File: config.mk
export PLATFORM = sky130hd
export DESIGN_NAME = fft_cyclic_convolution
export DESIGN_NICKNAME = d
export VERILOG_FILES = /design/src/rtl/fcc_pkg.sv /design/src/rtl/fcc_ctrl.sv /design/src/rtl/fcc_dp.sv /design/src/rtl/fft_cyclic_convolution.sv
export SDC_FILE = /design/constraint.sdc
export NUM_CORES = 2
export LEC_CHECK = 0
export BUFFER_PORTS_ARGS = -buffer_cell sky130_fd_sc_hd__buf_2
export CORE_MARGIN = 1.5
export CORE_UTILIZATION = 35
export DETAILED_ROUTE_END_ITERATION = 7
export SLEW_MARGIN = 40
export SYNTH_ARGS = -nofsm -noshare
export SYNTH_HDL_FRONTEND = slang
export SYNTH_SLANG_ARGS = --single-unit
export TNS_END_PERCENT = 30
File: constraint.sdc
create_clock -name clk -period 9.1 [get_ports clk]
set_clock_uncertainty 0.2 [all_clocks]
set_input_delay 0.91 -clock clk [delete_from_list [all_inputs] [get_ports clk]]
set_output_delay 0.91 -clock clk [all_outputs]
set_load 0.03 [all_outputs]
File: src/rtl/fcc_pkg.sv
// ----------------------------------------------------------------------------
// fcc_pkg
// shared types and constants of the cyclic convolution block
// ----------------------------------------------------------------------------
`timescale 1ns / 1ps
`default_nettype none

package fcc_pkg;

	localparam int IDX_W     = 6;   // result index width, n never exceeds 64
	localparam int ACC_W     = 38;  // result value width
	localparam int IN_FLD_W  = 16;  // width of each coefficient field on the port
	localparam int IN_DATA_W = 32;
	localparam int OUT_DATA_W = 48;

	typedef struct packed {
		logic             wr_en;
		logic [IDX_W-1:0] wr_addr;
		logic             rd_en;
		logic             use_b;
		logic [IDX_W-1:0] rd_addr_a;
		logic [IDX_W-1:0] rd_addr_b;
		logic             load_out;
		logic [IDX_W-1:0] out_index;
		logic             out_last;
		logic             out_ovf;
	} fcc_cmd_t;

	typedef struct packed {
		logic busy;
		logic out_free;
	} fcc_stat_t;

endpackage

`default_nettype wire

File: src/rtl/fcc_ctrl.sv
// ----------------------------------------------------------------------------
// fcc_ctrl
// sequencer: load counting, multiply-accumulate schedule, result release
// ----------------------------------------------------------------------------
`timescale 1ns / 1ps
`default_nettype none

module fcc_ctrl #(
	parameter int MAX_N = 64
) (
	input  wire                logic clk,
	input  wire                logic arst_n,
	input  wire                logic in_valid,
	input  wire                logic in_last,
	output logic               in_ready,
	output fcc_pkg::fcc_cmd_t  cmd,
	input  fcc_pkg::fcc_stat_t stat
);
	import fcc_pkg::*;

	localparam int CW = $clog2(MAX_N + 1);

	typedef enum logic [1:0] {ST_IDLE, ST_RUN, ST_DRAIN, ST_PUSH} state_t;

	state_t           state_q;
	logic [CW-1:0]    cnt_q;
	logic             drop_q;
	logic [IDX_W-1:0] k_q;
	logic [CW-1:0]    i_q;

	logic             accept;
	logic [IDX_W:0]   cm1;
	logic [IDX_W-1:0] nmask;
	logic [IDX_W-1:0] j;
	logic             room;

	assign in_ready = (state_q == ST_IDLE);
	assign accept   = in_valid && in_ready;
	assign room     = cnt_q < CW'(MAX_N);

	// mask n-1 from the count: smear the top set bit of count-1 downward
	always_comb begin
		logic [IDX_W-1:0] m;
		cm1 = (IDX_W+1)'(cnt_q) - (IDX_W+1)'(1);
		m = cm1[IDX_W-1:0];
		m = m | (m >> 1);
		m = m | (m >> 2);
		m = m | (m >> 4);
		nmask = m;
	end

	assign j = (k_q - IDX_W'(i_q)) & nmask;

	always_comb begin
		cmd           = '0;
		cmd.wr_en     = accept && room;
		cmd.wr_addr   = IDX_W'(cnt_q);
		cmd.rd_en     = (state_q == ST_RUN);
		cmd.rd_addr_a = IDX_W'(i_q);
		cmd.rd_addr_b = j;
		// positions past the loaded count are zero padding
		cmd.use_b     = (IDX_W+1)'(j) < (IDX_W+1)'(cnt_q);
		cmd.load_out  = (state_q == ST_PUSH) && stat.out_free;
		cmd.out_index = k_q;
		cmd.out_last  = (k_q == nmask);
		cmd.out_ovf   = drop_q;
	end

	always_ff @(posedge clk or negedge arst_n) begin
		if (!arst_n) begin
			state_q <= ST_IDLE;
			cnt_q   <= '0;
			drop_q  <= 1'b0;
			k_q     <= '0;
			i_q     <= '0;
		end else begin
			unique case (state_q)
				ST_IDLE: begin
					if (accept) begin
						if (room) cnt_q <= cnt_q + CW'(1);
						else drop_q <= 1'b1;
						if (in_last) begin
							state_q <= ST_RUN;
							k_q     <= '0;
							i_q     <= '0;
						end
					end
				end
				ST_RUN: begin
					i_q <= i_q + CW'(1);
					if (i_q == cnt_q - CW'(1)) state_q <= ST_DRAIN;
				end
				ST_DRAIN: begin
					if (!stat.busy) state_q <= ST_PUSH;
				end
				ST_PUSH: begin
					if (stat.out_free) begin
						if (k_q == nmask) begin
							state_q <= ST_IDLE;
							cnt_q   <= '0;
							drop_q  <= 1'b0;
						end else begin
							state_q <= ST_RUN;
							k_q     <= k_q + IDX_W'(1);
							i_q     <= '0;
						end
					end
				end
				default: state_q <= ST_IDLE;
			endcase
		end
	end

endmodule

`default_nettype wire

File: src/rtl/fcc_dp.sv
// ----------------------------------------------------------------------------
// fcc_dp
// coefficient stores, multiply-accumulate pipeline and output register
// ----------------------------------------------------------------------------
`timescale 1ns / 1ps
`default_nettype none

module fcc_dp #(
	parameter int MAX_N     = 64,
	parameter int COEF_BITS = 16
) (
	input  wire                logic clk,
	input  wire                logic arst_n,
	input  wire                logic [fcc_pkg::IN_DATA_W-1:0] in_data,
	input  fcc_pkg::fcc_cmd_t  cmd,
	output fcc_pkg::fcc_stat_t stat,
	output logic               out_valid,
	input  wire                logic out_ready,
	output logic [fcc_pkg::OUT_DATA_W-1:0] out_data,
	output logic               out_last,
	output logic               out_ovf
);
	import fcc_pkg::*;

	localparam int AW = (MAX_N > 1) ? $clog2(MAX_N) : 1;
	localparam int PW = 2 * COEF_BITS;

	logic signed [COEF_BITS-1:0] mem_a [MAX_N];
	logic signed [COEF_BITS-1:0] mem_b [MAX_N];

	logic signed [COEF_BITS-1:0] a_s1, b_s1;
	logic                        v_s1, use_s1;
	logic signed [PW-1:0]        prod_s2;
	logic                        v_s2;
	logic signed [ACC_W-1:0]     acc_q;

	logic                        ov_q;
	logic [IDX_W-1:0]            idx_q;
	logic [ACC_W-1:0]            val_q;
	logic                        last_q, ovf_q;

	always_ff @(posedge clk) begin
		if (cmd.wr_en) begin
			mem_a[cmd.wr_addr[AW-1:0]] <= in_data[COEF_BITS-1:0];
			mem_b[cmd.wr_addr[AW-1:0]] <= in_data[IN_FLD_W+COEF_BITS-1:IN_FLD_W];
		end
		a_s1   <= mem_a[cmd.rd_addr_a[AW-1:0]];
		b_s1   <= mem_b[cmd.rd_addr_b[AW-1:0]];
		use_s1 <= cmd.use_b;
		if (use_s1) prod_s2 <= a_s1 * b_s1;
		else prod_s2 <= '0;
	end

	always_ff @(posedge clk or negedge arst_n) begin
		if (!arst_n) begin
			v_s1 <= 1'b0;
			v_s2 <= 1'b0;
		end else begin
			v_s1 <= cmd.rd_en;
			v_s2 <= v_s1;
		end
	end

	always_ff @(posedge clk or negedge arst_n) begin
		if (!arst_n) acc_q <= '0;
		else if (cmd.load_out) acc_q <= '0;
		else if (v_s2) acc_q <= acc_q + ACC_W'(prod_s2);
	end

	assign stat.busy     = v_s1 || v_s2;
	assign stat.out_free = !ov_q || out_ready;

	always_ff @(posedge clk or negedge arst_n) begin
		if (!arst_n) begin
			ov_q <= 1'b0;
		end else if (cmd.load_out) begin
			ov_q <= 1'b1;
		end else if (out_ready) begin
			ov_q <= 1'b0;
		end
	end

	always_ff @(posedge clk) begin
		if (cmd.load_out) begin
			idx_q  <= cmd.out_index;
			val_q  <= acc_q;
			last_q <= cmd.out_last;
			ovf_q  <= cmd.out_ovf;
		end
	end

	assign out_valid = ov_q;
	assign out_data  = {{(OUT_DATA_W-ACC_W-IDX_W){1'b0}}, val_q, idx_q};
	assign out_last  = last_q;
	assign out_ovf   = ovf_q;

endmodule

`default_nettype wire

File: src/rtl/fft_cyclic_convolution.sv
// ----------------------------------------------------------------------------
// fft_cyclic_convolution
// exact integer cyclic convolution of two loaded coefficient sequences
// ----------------------------------------------------------------------------
// Coefficient pairs load at one request per cycle; the request with tlast
// starts a run over n = next power of two of the pair count c. Each of the n
// results is formed by one shared multiply-accumulate unit reading both
// coefficient memories once per cycle; no new pair is accepted during a run.
// Pairs beyond MAX_N are dropped and reported on tuser of every result.
`timescale 1ns / 1ps
`default_nettype none

module fft_cyclic_convolution #(
	parameter int MAX_N     = 64,
	parameter int COEF_BITS = 16
) (
	input  wire  logic        clk,
	input  wire  logic        arst_n,
	input  wire  logic        s_tvalid,
	output logic              s_tready,
	input  wire  logic [31:0] s_tdata,  // coef_a, coef_b
	input  wire  logic        s_tlast,  // last_item
	output logic              m_tvalid,
	input  wire  logic        m_tready,
	output logic [47:0]       m_tdata,  // result_index, result_value, zero fill
	output logic              m_tlast,  // last_result
	output logic              m_tuser   // overflow
);
	import fcc_pkg::*;

	fcc_cmd_t  cmd;
	fcc_stat_t stat;

	fcc_ctrl #(.MAX_N(MAX_N)) u_ctrl (
		.clk      (clk),
		.arst_n   (arst_n),
		.in_valid (s_tvalid),
		.in_last  (s_tlast),
		.in_ready (s_tready),
		.cmd      (cmd),
		.stat     (stat)
	);

	fcc_dp #(.MAX_N(MAX_N), .COEF_BITS(COEF_BITS)) u_dp (
		.clk       (clk),
		.arst_n    (arst_n),
		.in_data   (s_tdata),
		.cmd       (cmd),
		.stat      (stat),
		.out_valid (m_tvalid),
		.out_ready (m_tready),
		.out_data  (m_tdata),
		.out_last  (m_tlast),
		.out_ovf   (m_tuser)
	);

endmodule

`default_nettype wire

==> results.yml <==
logic_synthesis:
  syn_inst: 5918
  synth_seq_cells: 2223
  ys_types: 85
  synth.avg_cell_area_um2: 16.38
  synth_area_um2: 96910
  ys.warnings.count: 0
  synth_seq_area_share: 0.6788
  synth_top_flop_cell: "edfxtp_1"
  synth_edf_count: 2094
  synthArstFlopShare: 0.02879
power_and_ir_drop:
  peakVddDrop_mv: 0.1762
  power_density_nw_per_um2: 186.9
  p_leak_nw: 37.61
global_routing:
  grt_max_degree: 105
  grt_pass1_vias: 52550
  antenna_found_initial: 21
  grtUsageTotal: 0.1755
  grt_pass1_wl_um: 362200
  gr-total-overflow: 0
setup_path:
  crit_chain: "and2_1 > inv_1 > fa_1 > inv_1 > fa_1 > fa_1 > fa_1 > fa_1 > inv_1 > fa_1 > inv_1 > ha_1 > nand2_1 > nor3_1 > a41o_1 > a211o_1 > a211o_1 > a21o_1 > xnor2_1 > nor2_1"
  cp.arrival_ns: 7.27
  critPathRequiredTime_ns: 9.59
  critPathSlowestCell: "fa_1"
  worstSetupStartpointType: "register"
  cp_max_fo: 16
  crit_family: "adder cells"
  critPathCaptureType: "register"
  crit_buf_inv: 4
  cp_common_cell: "fa_1"
  worst-setup-path-type: "register to register"
  crit_path_max_incr_delay_ns: 0.82
route:
  postRouteAntennaNets: 0
  drt_iter0_markers: 5477
  vias: 52630
  routed_wl_um: 249000
  firstDrtPassIters: 8
  post_drt_wl_per_cell_um: 24.99
  drc: 0
  via_per_inst: 5.283
cts:
  numCtsBuffers: 226
  clock-sinks: 2223
  clk_latency_ns: 0.90
  cts.repair.resized: 0
  htreeDepth: 4
  cts_hold_buffers: 1
  clockRootBuffer: "clkbuf_16"
  postCtsSetupBuffers: 0
  clockBufferDepth: 4
  cts_tree: "yes"
  cts.clk_slew.worst_paths_ns: 0.06
cells_and_area:
  nFillCells: 24800
  final_cell_mix: "edfxtp_1 (2094), nand2_1 (749), mux4_2 (384)"
  synthToLayoutAreaGrowth_pct: 13.29
  finalNetCount: 6505
  utilization: 0.3978
  final_common_cell: "edfxtp_1"
  drive_above_1_share: 0.1666
die:
  fp.dieW_um: 529.2
  num_rows: 193
  boundaryPins: 89
  die_h_um: 529.2
  core_um2: 276000
  die-area_um2: 280000
  start_util: 0.3511
sta:
  report.final.slew_viol_count: 0
  finalCriticalPeriod_ns: 6.770
  hold_viol_final: 0
  rsz0062_at_grt: "false"
  finalSetupViolations: 0
  tightest_slew_ns: 0.9270
  fin_hold_ws_ns: 0.1776
  max_freq_ghz: 0.1477
  relSlewSlack: 0.3739
  period_share: 0.7440
  setup_tns_ns: 0
run_status:
  status: "complete, no violations"
placed_design:
  place.gp.congestion: 0.8165
  port_buffers: 84
  dp_hpwl_um: 145300
flow_run:
  cap_viol_max_count: 0
worst_hold_path:
  hold_path_class: "register to register"
-- final cells by class --
class / count / area, um^2 / share of cell area
Antenna cell: 7 / 17.52 / 0.0001595
Clock buffer: 273 / 5874 / 0.05351
Clock inverter: 138 / 1389 / 0.01265
Inverter: 330 / 1246 / 0.01135
Multi-Input combinational cell: 3068 / 29180 / 0.2658
Sequential cell: 2223 / 65800 / 0.5993
Tap cell: 3705 / 4636 / 0.04222
Timing Repair Buffer: 218 / 1650 / 0.01503
-- registers in the layout, indices dropped and copies added, names as in the netlist, 2 cells and up --
| signal | flops |
|---|---|
| u_dp.mem_a | 1024 |
| u_dp.mem_b | 1024 |
| u_dp.acc_q | 38 |
| u_dp.val_q | 38 |
| u_dp.prod_s2 | 32 |
| u_dp.a_s1 | 16 |
| u_dp.b_s1 | 16 |
| u_ctrl.cnt_q | 7 |
| u_ctrl.i_q | 7 |
| u_ctrl.k_q | 6 |
| u_dp.idx_q | 6 |
| u_ctrl.state_q | 2 |
-- final timing paths --
check | startpoint | slack (ns) | depth (start not counted) | endpoint
hold reg to reg | u_dp.v_s1 | 0.18 | 0 | u_dp.v_s2
setup / recovery | u_dp.b_s1[5] | 2.33 | 20 | u_dp.prod_s2[29]
min in group asynchronous | arst_n | 0.50 | 3 | u_dp.acc_q[4]
max in group asynchronous | arst_n | 7.72 | 3 | u_ctrl.i_q[0]
hold / removal | u_dp.v_s1 | 0.18 | 0 | u_dp.v_s2
setup reg to reg | u_dp.b_s1[5] | 2.33 | 20 | u_dp.prod_s2[29]
-- report_power, final --
group | internal (mW) | switching, mW | total, mW
logic | 0.0127 | 0.162 | 0.175
registers | 11.2 | 0.0000000000000000409 | 11.2
clock network | 5.27 | 3.90 | 9.17
-- metrics by stage --
stage | instances | setup slack (ns) | total power [mW] | area [um^2]
finish | 9962 | 2.330 | 20.52 | 109800
global route | 9956 | 1.915 | 21.06 | 109800
floorplan | 5921 | 2.907 | 11.40 | 96920
detailed placement | 9543 | 2.374 | 11.57 | 102500
global placement | 9537 | 2.362 | 11.55 | 102300
CTS | 9955 | 2.318 | 20.69 | 109700
-- kinds of logic after synthesis --
logic type      Yosys count  synth area share
simple gates           1468           0.06844
buf+inv                 630           0.02607
mux                     556            0.1070
compound gates          555           0.03979
xor+xnor                 84          0.007592
flops                  2223            0.6788
other cells               1        0.00003870
fa+ha+maj               401           0.07223
-- per-layer routing --
| metal | vias to the layer above | wire length, um | share of wire | track usage |
|---|---|---|---|---|
| met5 | - | 105 | 0.00042 | 0 |
| met4 | 16 | 5975 | 0.024 | 0.04523 |
| met3 | 348 | 17690 | 0.071 | 0.03080 |
| met2 | 1882 | 117800 | 0.47 | 0.2825 |
| met1 | 27700 | 107500 | 0.43 | 0.2455 |
| li1 | 22690 | - | - | - |
-- cells in the mapped netlist (8+ instances only) --
cell type,number,area [um^2]
o22ai_1,73,456.7
nand2b_1,25,156.4
xnor2_1,59,516.8
clkbuf_1,171,641.9
a22oi_2,9,112.6
nand4_1,26,162.7
nor3_1,18,90.09
and3_1,74,462.9
nor2b_1,10,62.56
a21o_1,35,262.8
xor2_1,25,219.0
buf_2,66,330.3
a21oi_1,104,520.5
buf_4,11,82.58
a311oi_1,63,551.8
o21bai_1,9,67.56
a31oi_1,41,256.5
ha_1,137,1714
a211oi_1,28,210.2
a32oi_1,20,175.2
and2_1,131,819.5
dfxtp_1,65,1301
mux2i_1,171,1712
nand2_1,752,2823
nand3_1,145,725.7
mux4_2,384,8648
o21a_1,15,112.6
o21ai_0,77,385.4
a22oi_1,8,60.06
or4_1,16,120.1
dfrtp_1,64,1602
fa_1,264,5285
edfxtp_1,2094,62880
a222oi_1,15,150.1
buf_1,47,176.4
inv_1,326,1224
o21ai_1,8,40.04
nor2_1,231,867.1
Note: power is estimated with default switching activity, not from simulation.
